<file path="src/hdl/cst_pkg.sv">
// ----------------------------------------------------------------------------
// cst_pkg
// Shared types and codes of the client session table.
// ----------------------------------------------------------------------------
package cst_pkg;

	localparam int unsigned TIMEOUT_W   = 16;
	localparam logic [TIMEOUT_W-1:0] TIMEOUT_RESET = 16'd5;

	typedef enum logic [1:0] {
		RT_DISCOVER  = 2'd0,
		RT_KEEPALIVE = 2'd1,
		RT_CHUNK     = 2'd2,
		RT_OTHER     = 2'd3
	} req_type_t;

	typedef enum logic [3:0] {
		ST_IAM       = 4'd0,
		ST_SERVED    = 4'd1,
		ST_FULL      = 4'd2,
		ST_DROPPED   = 4'd3,
		ST_REFRESHED = 4'd4,
		ST_UNKNOWN   = 4'd5,
		ST_SEND      = 4'd6,
		ST_DONE      = 4'd7,
		ST_IGNORED   = 4'd8
	} status_t;

	typedef struct packed {
		req_type_t   req_type;
		logic [31:0] client_addr;
		logic [15:0] src_port;
		logic [15:0] msg_length;
		logic [31:0] now_seconds;
	} req_t;

	typedef struct packed {
		status_t     status;
		logic [31:0] dest_addr;
		logic [15:0] dest_port;
		logic [3:0]  slot_index;
		logic        last_result;
	} result_t;

	typedef struct packed {
		logic [31:0] addr;
		logic [15:0] port;
		logic [31:0] stamp;
	} entry_t;

	localparam int unsigned ENTRY_W = $bits(entry_t);

endpackage

</file>
<file path="src/hdl/cst_ram.sv">
// ----------------------------------------------------------------------------
// cst_ram
// Generic single-write, single-read RAM with registered read data.
// ----------------------------------------------------------------------------
module cst_ram #(
	parameter int unsigned WIDTH = 8,
	parameter int unsigned DEPTH = 16,
	localparam int unsigned AW = (DEPTH > 1) ? $clog2(DEPTH) : 1
) (
	input  logic             clk,
	input  logic             we,
	input  logic [AW-1:0]    waddr,
	input  logic [WIDTH-1:0] wdata,
	input  logic             re,
	input  logic [AW-1:0]    raddr,
	output logic [WIDTH-1:0] rdata
);

	logic [WIDTH-1:0] mem_q [DEPTH];
	logic [WIDTH-1:0] rdata_q;

	always_ff @(posedge clk) begin
		if (we) begin
			mem_q[waddr] <= wdata;
		end
		if (re) begin
			rdata_q <= mem_q[raddr];
		end
	end

	assign rdata = rdata_q;

endmodule

</file>
<file path="src/hdl/cst_seq.sv">
// ----------------------------------------------------------------------------
// cst_seq
// Slot sequencer: walks the slot memory one entry at a time, keeps the
// valid bits, updates entries and drives the result register.
// ----------------------------------------------------------------------------
module cst_seq
	import cst_pkg::*;
#(
	parameter int unsigned NUM_SLOTS = 16,
	localparam int unsigned IW = (NUM_SLOTS > 1) ? $clog2(NUM_SLOTS) : 1
) (
	input  logic                 clk,
	input  logic                 arst_n,
	input  logic                 in_valid,
	output logic                 in_stall,
	input  req_t                 req,
	output logic                 out_valid,
	input  logic                 out_stall,
	output result_t              res,
	input  logic [TIMEOUT_W-1:0] idle_timeout,
	output logic                 mem_we,
	output logic [IW-1:0]        mem_waddr,
	output entry_t               mem_wdata,
	output logic                 mem_re,
	output logic [IW-1:0]        mem_raddr,
	input  entry_t               mem_rdata
);

	typedef enum logic [3:0] {
		S_IDLE  = 4'b0001,
		S_READ  = 4'b0010,
		S_CHECK = 4'b0100,
		S_FINAL = 4'b1000
	} state_t;

	localparam logic [IW-1:0] LAST_IDX = IW'(NUM_SLOTS - 1);

	state_t         state_q;
	logic [IW-1:0]  idx_q;
	req_type_t      type_q;
	logic [31:0]    addr_q;
	logic [15:0]    port_q;
	logic [31:0]    now_q;
	logic           drop_q;
	logic           hit_q;
	logic [IW-1:0]  hit_idx_q;
	logic [NUM_SLOTS-1:0] valid_q;
	result_t        out_q;
	logic           out_valid_q;

	logic           accept;
	logic           out_free;
	logic           slot_v;
	logic           live;
	logic           match;
	logic [31:0]    age;
	logic           free_found;
	logic [IW-1:0]  free_idx;
	result_t        send_res;
	result_t        final_res;
	logic           final_we;
	logic [IW-1:0]  final_widx;
	logic           final_set_valid;

	assign accept   = in_valid && !in_stall;
	assign in_stall = (state_q != S_IDLE);
	assign out_free = !out_valid_q || !out_stall;

	assign slot_v = valid_q[idx_q];
	assign age    = now_q - mem_rdata.stamp;
	assign live   = age < {16'd0, idle_timeout};
	assign match  = slot_v && (port_q != 16'd0) && (mem_rdata.addr == addr_q)
		&& (mem_rdata.port == port_q);

	// lowest free slot
	always_comb begin
		free_found = 1'b0;
		free_idx   = '0;
		for (int i = NUM_SLOTS - 1; i >= 0; i--) begin
			if (!valid_q[i]) begin
				free_found = 1'b1;
				free_idx   = IW'(i);
			end
		end
	end

	always_comb begin
		send_res.status      = ST_SEND;
		send_res.dest_addr   = mem_rdata.addr;
		send_res.dest_port   = mem_rdata.port;
		send_res.slot_index  = 4'(idx_q);
		send_res.last_result = 1'b0;
	end

	always_comb begin
		final_res.status      = ST_IGNORED;
		final_res.dest_addr   = addr_q;
		final_res.dest_port   = port_q;
		final_res.slot_index  = 4'd0;
		final_res.last_result = 1'b1;
		final_we              = 1'b0;
		final_widx            = hit_idx_q;
		final_set_valid       = 1'b0;
		if (type_q == RT_CHUNK) begin
			final_res.status    = ST_DONE;
			final_res.dest_addr = 32'd0;
			final_res.dest_port = 16'd0;
		end else if (drop_q) begin
			final_res.status = ST_DROPPED;
		end else begin
			case (type_q)
				RT_DISCOVER: begin
					if (hit_q) begin
						final_res.status     = ST_SERVED;
						final_res.slot_index = 4'(hit_idx_q);
					end else if (free_found) begin
						final_res.status     = ST_IAM;
						final_res.slot_index = 4'(free_idx);
						final_we             = 1'b1;
						final_widx           = free_idx;
						final_set_valid      = 1'b1;
					end else begin
						final_res.status = ST_FULL;
					end
				end
				RT_KEEPALIVE: begin
					if (hit_q) begin
						final_res.status     = ST_REFRESHED;
						final_res.slot_index = 4'(hit_idx_q);
						final_we             = 1'b1;
					end else begin
						final_res.status = ST_UNKNOWN;
					end
				end
				default: begin
					final_res.status = ST_IGNORED;
				end
			endcase
		end
	end

	assign mem_re          = (state_q == S_READ);
	assign mem_raddr       = idx_q;
	assign mem_we          = (state_q == S_FINAL) && out_free && final_we;
	assign mem_waddr       = final_widx;
	assign mem_wdata.addr  = addr_q;
	assign mem_wdata.port  = port_q;
	assign mem_wdata.stamp = now_q;

	always_ff @(posedge clk) begin
		if (accept) begin
			type_q <= req.req_type;
			addr_q <= req.client_addr;
			port_q <= req.src_port;
			now_q  <= req.now_seconds;
		end
	end

	always_ff @(posedge clk or negedge arst_n) begin
		if (!arst_n) begin
			state_q     <= S_IDLE;
			idx_q       <= '0;
			drop_q      <= 1'b0;
			hit_q       <= 1'b0;
			hit_idx_q   <= '0;
			valid_q     <= '0;
			out_valid_q <= 1'b0;
			out_q       <= '0;
		end else begin
			if (out_valid_q && !out_stall) begin
				out_valid_q <= 1'b0;
			end
			unique case (state_q)
				S_IDLE: begin
					if (accept) begin
						idx_q  <= '0;
						hit_q  <= 1'b0;
						drop_q <= (req.req_type != RT_CHUNK)
							&& ((req.client_addr == 32'd0) || (req.msg_length != 16'd0));
						if (req.req_type == RT_CHUNK) begin
							state_q <= S_READ;
						end else if ((req.client_addr == 32'd0)
							|| (req.msg_length != 16'd0) || (req.req_type == RT_OTHER)) begin
							state_q <= S_FINAL;
						end else begin
							state_q <= S_READ;
						end
					end
				end
				S_READ: begin
					state_q <= S_CHECK;
				end
				S_CHECK: begin
					if (type_q == RT_CHUNK) begin
						if (slot_v && live) begin
							if (out_free) begin
								out_q       <= send_res;
								out_valid_q <= 1'b1;
								if (idx_q == LAST_IDX) begin
									state_q <= S_FINAL;
								end else begin
									idx_q   <= idx_q + 1'b1;
									state_q <= S_READ;
								end
							end
						end else begin
							if (slot_v) begin
								valid_q[idx_q] <= 1'b0;
							end
							if (idx_q == LAST_IDX) begin
								state_q <= S_FINAL;
							end else begin
								idx_q   <= idx_q + 1'b1;
								state_q <= S_READ;
							end
						end
					end else if (match) begin
						hit_q     <= 1'b1;
						hit_idx_q <= idx_q;
						state_q   <= S_FINAL;
					end else if (idx_q == LAST_IDX) begin
						state_q <= S_FINAL;
					end else begin
						idx_q   <= idx_q + 1'b1;
						state_q <= S_READ;
					end
				end
				S_FINAL: begin
					if (out_free) begin
						out_q       <= final_res;
						out_valid_q <= 1'b1;
						if (final_set_valid) begin
							valid_q[final_widx] <= 1'b1;
						end
						state_q <= S_IDLE;
					end
				end
				default: begin
					state_q <= S_IDLE;
				end
			endcase
		end
	end

	assign out_valid = out_valid_q;
	assign res       = out_q;

endmodule

</file>
<file path="src/hdl/client_session_table.sv">
// ----------------------------------------------------------------------------
// client_session_table
// Client slot table with idle timeout, kept in a synchronous slot memory.
// ----------------------------------------------------------------------------
// Requests enter on the in channel (in_valid, in_stall) and results leave on
// the out channel (out_valid, out_stall); an item moves when valid is high
// and stall is low. One request is worked on at a time.
// Dropped and ignored requests skip the slot walk and go straight to the
// final state, which writes their result and frees the input together once
// the result register is free. Discover, keepalive and data chunk requests
// walk the slot memory one slot at a time, each slot in a read state and
// then a compare state; a keepalive or discover that hits stops the walk at
// the matching slot. The read and the compare of a slot are not overlapped.
// A data chunk gives one send result per live slot and a final done result;
// every other request gives one result. last_result marks the final one.
// The result register holds while out_stall is high and the walk pauses on
// the next send until it is taken; a new request is taken once the final
// result is in the result register.
// The idle_timeout register is written on the cfg channel (always ready).
// Reset empties the table (valid bits clear at once, no clearing pass) and
// sets idle_timeout to 5 seconds.
// ----------------------------------------------------------------------------
module client_session_table
	import cst_pkg::*;
#(
	parameter int unsigned NUM_SLOTS = 16
) (
	input  logic        clk,
	input  logic        arst_n,
	input  logic        in_valid,
	output logic        in_stall,
	input  logic [1:0]  req_type,
	input  logic [31:0] client_addr,
	input  logic [15:0] src_port,
	input  logic [15:0] msg_length,
	input  logic [31:0] now_seconds,
	output logic        out_valid,
	input  logic        out_stall,
	output logic [3:0]  status,
	output logic [31:0] dest_addr,
	output logic [15:0] dest_port,
	output logic [3:0]  slot_index,
	output logic        last_result,
	input  logic        cfg_valid,
	output logic        cfg_ready,
	input  logic [15:0] cfg_data
);

	localparam int unsigned IW = (NUM_SLOTS > 1) ? $clog2(NUM_SLOTS) : 1;

	logic [TIMEOUT_W-1:0] timeout_q;
	req_t                 req;
	result_t              res;
	logic                 mem_we;
	logic [IW-1:0]        mem_waddr;
	entry_t               mem_wdata;
	logic                 mem_re;
	logic [IW-1:0]        mem_raddr;
	logic [ENTRY_W-1:0]   mem_rdata_raw;
	entry_t               mem_rdata;

	assign cfg_ready = 1'b1;

	always_ff @(posedge clk or negedge arst_n) begin
		if (!arst_n) begin
			timeout_q <= TIMEOUT_RESET;
		end else if (cfg_valid && cfg_ready) begin
			timeout_q <= cfg_data;
		end
	end

	assign req.req_type    = req_type_t'(req_type);
	assign req.client_addr = client_addr;
	assign req.src_port    = src_port;
	assign req.msg_length  = msg_length;
	assign req.now_seconds = now_seconds;

	cst_ram #(
		.WIDTH (ENTRY_W),
		.DEPTH (NUM_SLOTS)
	) u_slot_ram (
		.clk   (clk),
		.we    (mem_we),
		.waddr (mem_waddr),
		.wdata (mem_wdata),
		.re    (mem_re),
		.raddr (mem_raddr),
		.rdata (mem_rdata_raw)
	);

	assign mem_rdata = mem_rdata_raw;

	cst_seq #(
		.NUM_SLOTS (NUM_SLOTS)
	) u_seq (
		.clk          (clk),
		.arst_n       (arst_n),
		.in_valid     (in_valid),
		.in_stall     (in_stall),
		.req          (req),
		.out_valid    (out_valid),
		.out_stall    (out_stall),
		.res          (res),
		.idle_timeout (timeout_q),
		.mem_we       (mem_we),
		.mem_waddr    (mem_waddr),
		.mem_wdata    (mem_wdata),
		.mem_re       (mem_re),
		.mem_raddr    (mem_raddr),
		.mem_rdata    (mem_rdata)
	);

	assign status      = res.status;
	assign dest_addr   = res.dest_addr;
	assign dest_port   = res.dest_port;
	assign slot_index  = res.slot_index;
	assign last_result = res.last_result;

endmodule

</file>
<file path="config.mk">
export PLATFORM = sky130hd
export DESIGN_NAME = client_session_table
export DESIGN_NICKNAME = d
export VERILOG_FILES = /design/src/hdl/cst_pkg.sv /design/src/hdl/cst_ram.sv /design/src/hdl/cst_seq.sv /design/src/hdl/client_session_table.sv
export SDC_FILE = /design/constraint.sdc
export NUM_CORES = 2
export LEC_CHECK = 0
export ABC_AREA = 1
export BUFFER_PORTS_ARGS = -buffer_cell sky130_fd_sc_hd__buf_2
export CORE_AREA = 2 2 342 377
export CTS_CLUSTER_SIZE = 24
export DETAILED_ROUTE_END_ITERATION = 6
export DIE_AREA = 0 0 344 379
export PLACE_DENSITY_LB_ADDON = 0.05
export RECOVER_POWER = 100
export SYNTH_ARGS = -nofsm -noshare
export SYNTH_HDL_FRONTEND = slang
export SYNTH_HIERARCHICAL = 1
export SYNTH_SLANG_ARGS = --single-unit
</file>
<file path="constraint.sdc">
create_clock -name clk -period 7.6 [get_ports clk]
set_clock_uncertainty 0.05 [all_clocks]
set_input_delay 1.14 -clock clk [delete_from_list [all_inputs] [get_ports clk]]
set_output_delay 1.14 -clock clk [all_outputs]
set_load 0.03 [all_outputs]
</file>
After elaboration in Yosys (flattened, before gate mapping)
Memories as Yosys holds them, arrays and structs flattened. A register that Yosys moved wholly into a read port is not among the register bits. Cells that the tools add are included.

Bitwise gates (word level): 4. $add $sub $neg: 2. Equal/unequal tests: 25. Divide/modulo/power cells: 0. Shift-type cells: 0. Reduce and logical (&&, ||, !) cells: 30. Multipliers: 0. Order comparisons: 5. Muxes and demuxes: 104.

Operator list (count): 57-bit two-way mux (4); 4-bit two-way mux (44); 57-bit case mux with 2 select lines (1); 16-bit two-way mux (5); 48-bit two-way mux (1); 1-bit two-way mux (37); 32-bit == test (1); 32-bit logical NOT (1); 32-bit by 16-bit < comparator with 1-bit output (1); 16-bit case mux with 2 select lines (1); 16-bit nonzero test (2); 32-bit subtractor (1); 4-bit case mux with 2 select lines (3); 16-bit AND (1); 16-bit == test (1); 2-bit by 1-bit inequality test with 1-bit output (second input constant) (8); 16-bit NOT (1); 16-bit bitwise OR (1); 4-bit case mux with 4 select lines (1); 1-bit logical AND (11); 4-bit by 5-bit < comparator with 1-bit output (second input constant) (2); 1-bit demux with 4-bit select (2); 4-bit == test (second input constant) (2); 4-bit by 1-bit >= comparator with 1-bit output (second input constant) (2); other kinds (23) (36).

Register bits: 186. Output and inout bits: 60. Bits in writable memories: 1280. Input bits: 119. Memory bits (read-only): 0. Word-level logic and storage cells: 188. Memories: 1. Bits in latches: 0.

Memories: u_slot_ram.mem_q (words 16, width 80, rd ports 1, clocked after Yosys merged registers in 1, wr ports 1, RTL line cst_ram.sv:19) `logic [WIDTH-1:0] mem_q [DEPTH];`.

Logic depth before layout (Yosys ltp)
Depth in word-level cells: 29. Depth in mapped cells: 26. Mapped depth without buffers: 25.

Modules after synthesis
Netlist, hierarchy kept.

By module, submodules not included: cst_ram (sequential area each 40839.2 um2, cells each 5257, times used 1, area an instance 56965.9 um2); cst_seq (sequential area each 4665.7 um2, cells each 1578, times used 1, area an instance 11503.5 um2); client_session_table (sequential area each 402.9 um2, cells each 70, times used 1, area an instance 658.1 um2).

Least setup slack after synthesis
No wires, ideal clock.

Kind: register to register. From: register u_seq.state_q[3]. To: register u_slot_ram.rdata_q[0], in the netlist u_slot_ram/rdata[0], read port of u_slot_ram.mem_q (enable). Stages on the path, launching flop included: 4. Path slack: 0.877 ns. Data required time: 6.929 ns. Data arrival time: 6.052 ns. Clock period less this slack: 6.723 ns. Buffers on the path: 0. Library setup time: 0.621 ns. Cell sequence: dfrtp_1 -> nor2_1 -> inv_1 -> nor3_1.

Cells in the longest elaborated chain, start to end: 1.

RTL lines: from (decl) (RTL line cst_seq.sv:38) `state_t state_q;`; from (signal assigned) (RTL line cst_seq.sv:161) `state_q <= S_IDLE;`; from (signal assigned) (RTL line cst_seq.sv:181) `state_q <= S_READ;`; from (signal assigned) (RTL line cst_seq.sv:184) `state_q <= S_FINAL;`; 4-bit by 2-bit == test with 1-bit output (RTL line cst_seq.sv:142) `assign mem_re = (state_q == S_READ);`; named net mem_re (RTL line client_session_table.sv:57) `logic mem_re;`; to (decl) (RTL line cst_ram.sv:20) `logic [WIDTH-1:0] rdata_q;`.

The timed path passes the listed nets, and every way through them passes these cells. A chain may end at the register's enable or synchronous reset.

Worst setup path in the final report
From: register u_seq.state_q[1]. To: memory u_slot_ram/mem_q[4][28] (netlist bit) (enable).

Cells in the longest elaborated chain, start to end: 5.

RTL lines: 4-bit == test (RTL line cst_seq.sv:144) `assign mem_we = (state_q == S_FINAL) && out_free && final_we;`; 1-bit logical AND (2 in series) (RTL line cst_seq.sv:144); named net mem_we (RTL line client_session_table.sv:54) `logic mem_we;`; 1-bit two-way mux (RTL line cst_ram.sv:23) `if (we) begin`; 1-bit two-way mux (not written as such) (RTL line cst_ram.sv:24) `mem_q[waddr] <= wdata;`; to (decl) (RTL line cst_ram.sv:19).

The timed path passes the listed nets, and every way through them passes these cells.

==> metrics.yaml <==
clock_network:
  cts_resized: 0
  clk_pin_slew_ns: 0.06
  post_cts_buffers: 0
  clockBufferDepth: 3
  cts_hold_buf: 0
  cts_buffers: 160
  cts_sinks: 1546
  ctsHtreeMaxLevel: 4
  cts_root_buf: "clkbuf_16"
  clk-insertion-delay-late_ns: 0.79
  tritoncts: "built"
cells_and_area:
  drive_above_1_share: 0.0585
  antenna_cells: 0
  fin_util: 0.601
  fin_nets: 7182
  syn_to_final_growth_pct: 10.0
  fill_cells: 10500
worst_setup_path:
  crit_path_start_kind: "flop"
  cpLargestDelayFamily: "simple AND/OR/NAND/NOR gates"
  worst_path_most_repeated_cell: "nor2_1"
  crit_arrival_ns: 6.64
  cp-end-kind: "flop"
  crit_buf_inv: 1
  cp_slowest_stage_delay_ns: 2.46
  cp_data_required_time_ns: 7.94
  path_max_fanout: 22
  cpMaxStageDelayCell: "nor2_1"
  path_cells: "nor2_1 > nand3_1 > nor3_1 > o21ai_0 > nor2_1 > nand2_1 > nor2_1 > clkbuf_2"
  path_class: "reg -> reg"
die:
  dieArea_sq_um: 130000
  pin_count: 179
  start_util: 0.546
  die_w_um: 344
  fp.dieH_um: 379
  rows: 137
  core-area_sq_um: 127000
routing:
  routedWlPerCell_um: 21.8
  vias: 48100
  drt_wl_total_mm: 192
  drtIter0Drc: 4649
  drc_errors: 0
  drt_pass1_iterations: 6
  via_per_inst: 5.45
  detail-route-antenna-nets: 0
global_route:
  antenna_found_initial: 3
  grt_max_degree: 169
  grt_usage: 0.297
  grt_pass1_wl_mm: 285
  grt_pass1_vias: 44800
  overflow: 0
timing:
  post-route-min-period_ns: 6.30
  setup_viol: 0
  slew_viol_final: 1397
  rsz0062_at_grt: "false"
  setup_tns_ns: 0
  hold_viol_final: 0
  timing.final.crit_share: 0.829
  timing.fmax_mhz: 159
  relSlewSlack: -1.60
  worst_slew_pin_slew_ns: 3.89
pwr:
  powerDensity_nw_per_um2: 268
  p_leak_nw: 32.5
  seqPwrFrac: 0.516
  p_int_w: 0.0149
  p_sw_w: 0.00551
  ir_worst_vdd_uv: 196
  swShare: 0.270
  p_comb_frac: 0.111
  clkPwrFrac: 0.373
synth:
  yosys.area_share.simple: 0.212
  synthFlopType: "edfxtp_1"
  synthDistinctLibCells: 59
  synth_area_per_cell_sq_um: 10.0
  synthCells: 6905
  synth-xor-area-share: 0.00393
  ys_ff_latch: 1546
  async_reset_ff_frac: 0.0673
  syn_nets: 7075
  synth_top_family_by_area: "simple AND/OR/NAND/NOR gates"
  synthAdderAreaFrac: 0.00934
  yosys_warnings: 6
  synth_edf_count: 1442
  synthMuxAreaShare: 0.000145
  netlist_area_sq_um: 69100
  synth_compound_area_frac: 0.0209
  ys_seq_area_frac: 0.664
placement:
  hpwl_mm: 102
  portBuffers: 177
  gp_congestion: 0.874
run_status:
  status: "complete, but fails checks"
  violations: "max-capacitance violations, max-slew violations"
hold_path:
  hold_path_class: "reg -> reg"
flow_run:
  drv_cap: 33
[per-layer routing]
layer | vias to the layer above | wire, um | GRT usage | share of wire
li1 | 22600 | - | - | -
met3 | 324 | 14900 | 0.0434 | 0.078
met2 | 1926 | 90600 | 0.477 | 0.47
met5 | - | 17 | 0 | 0.000088
met4 | 2 | 5770 | 0.0948 | 0.030
met1 | 23300 | 81100 | 0.420 | 0.42
[cells by family (layout without fill, tap and decap cells)]
group | Yosys count | count (layout)
buffers and inverters | 1553 | 1796
multiplexers | 1 | 1
AO/OA/AOI/OAI | 246 | 246
adder cells (fa/ha/maj) | 51 | 51
other | 1 | 1
flip-flops | 1546 | 1546
AND/OR/NAND/NOR | 3476 | 3476
XOR/XNOR | 31 | 31
[path summary, 6_finish.rpt]
check                                  from                      end  slack, ns  cells past startpoint
max reg2reg                u_seq/state_q[1]  u_slot_ram/mem_q[4][28]       1.30                      8
min reg2reg                    timeout_q[2]             timeout_q[2]       0.41                      2
max in group asynchronous            arst_n       u_seq/mem_raddr[2]       3.05                      2
min                            timeout_q[2]             timeout_q[2]       0.41                      2
max                        u_seq/state_q[1]  u_slot_ram/mem_q[4][28]       1.30                      8
min in group asynchronous            arst_n            timeout_q[15]       1.12                      1
[layout make-up]
cell class | instances | area (sq um) | share of cell area
multi-input combinational | 3806 | 17000 | 0.223
timing repair buffer | 248 | 1290 | 0.0169
inverter | 1250 | 4720 | 0.0621
sequential | 1546 | 45900 | 0.604
clock buffer | 223 | 4500 | 0.0591
clock inverter | 75 | 596 | 0.00783
tap | 1668 | 2090 | 0.0274
[tightest hold or removal path: stages, from the launching register on]
cell	delay, ns
dfstp_2	0.36
nand2_1	0.05
nand2_1	0.04
[cell usage after synthesis (23+ instances only)]
library cell / number / area (sq um)
dfrtp_1: 101 / 2530
buf_2: 191 / 956
a21oi_1: 31 / 155
buf_1: 23 / 86.3
nand2_1: 2227 / 8360
nand4_1: 26 / 163
o21ai_0: 104 / 521
ha_1: 50 / 626
clkbuf_1: 60 / 225
o21ai_1: 42 / 210
inv_1: 1235 / 4640
nor2_1: 126 / 473
nand3_1: 1027 / 5140
edfxtp_1: 1442 / 43300
[power groups by stage]
| stage | registers (W) | clock network (W) | logic, W |
|---|---|---|---|
| 2_1_floorplan | 0.0107 | 0 | 0.00127 |
| 3_3_place_gp | 0.0107 | 0 | 0.00232 |
| 3_5_place_dp | 0.0107 | 0 | 0.00235 |
| 4_1_cts | 0.0105 | 0.00773 | 0.00235 |
| 5_1_grt | 0.0106 | 0.00806 | 0.00249 |
| 6_report | 0.0105 | 0.00761 | 0.00226 |
[state kept, by name, indices dropped and copies added (netlist names)]
register / cells
u_seq/now_q: 32
u_seq/out_valid: 1
u_slot_ram/rdata: 80
u_seq/drop_q: 1
timeout_q: 16
u_seq/res: 57
u_seq/addr_q: 32
u_seq/port_q: 16
u_seq/type_q: 2
u_seq/hit_idx_q: 4
u_seq/mem_raddr: 4
u_seq/hit_q: 1
u_seq/valid_q: 16
u_slot_ram/mem_q: 1280
u_seq/state_q: 4
[metrics by stage]
| step | setup WS (ns) | power, W | cells | area, sq um | hold WS (ns) |
|---|---|---|---|---|---|
| floorplan | 0.877 | 0.0120 | 6905 | 69100 | 0.392 |
| global placement | 2.75 | 0.0130 | 8518 | 71500 | 0.403 |
| detailed placement | 2.64 | 0.0130 | 8518 | 71500 | 0.405 |
| CTS | 2.58 | 0.0206 | 8816 | 76600 | 0.191 |
| global route | 1.08 | 0.0211 | 8816 | 76100 | 0.430 |
| finish | 1.30 | 0.0204 | 8816 | 76100 | 0.410 |
[layout by cell type (no fill, tap or decap), drive strengths merged, types with 19 or more instances in the layout]
| cell | instances |
|---|---|
| edfxtp | 1442 |
| clkinv | 62 |
| ha | 50 |
| o21ai | 168 |
| a21oi | 37 |
| dfrtp | 101 |
| xor2 | 20 |
| buf | 108 |
| nor2 | 133 |
| nand3 | 1030 |
| nor4 | 19 |
| clkbuf | 363 |
| nand2 | 2244 |
| inv | 1254 |
| nand4 | 27 |
Note: power is estimated with default switching activity, not from simulation.
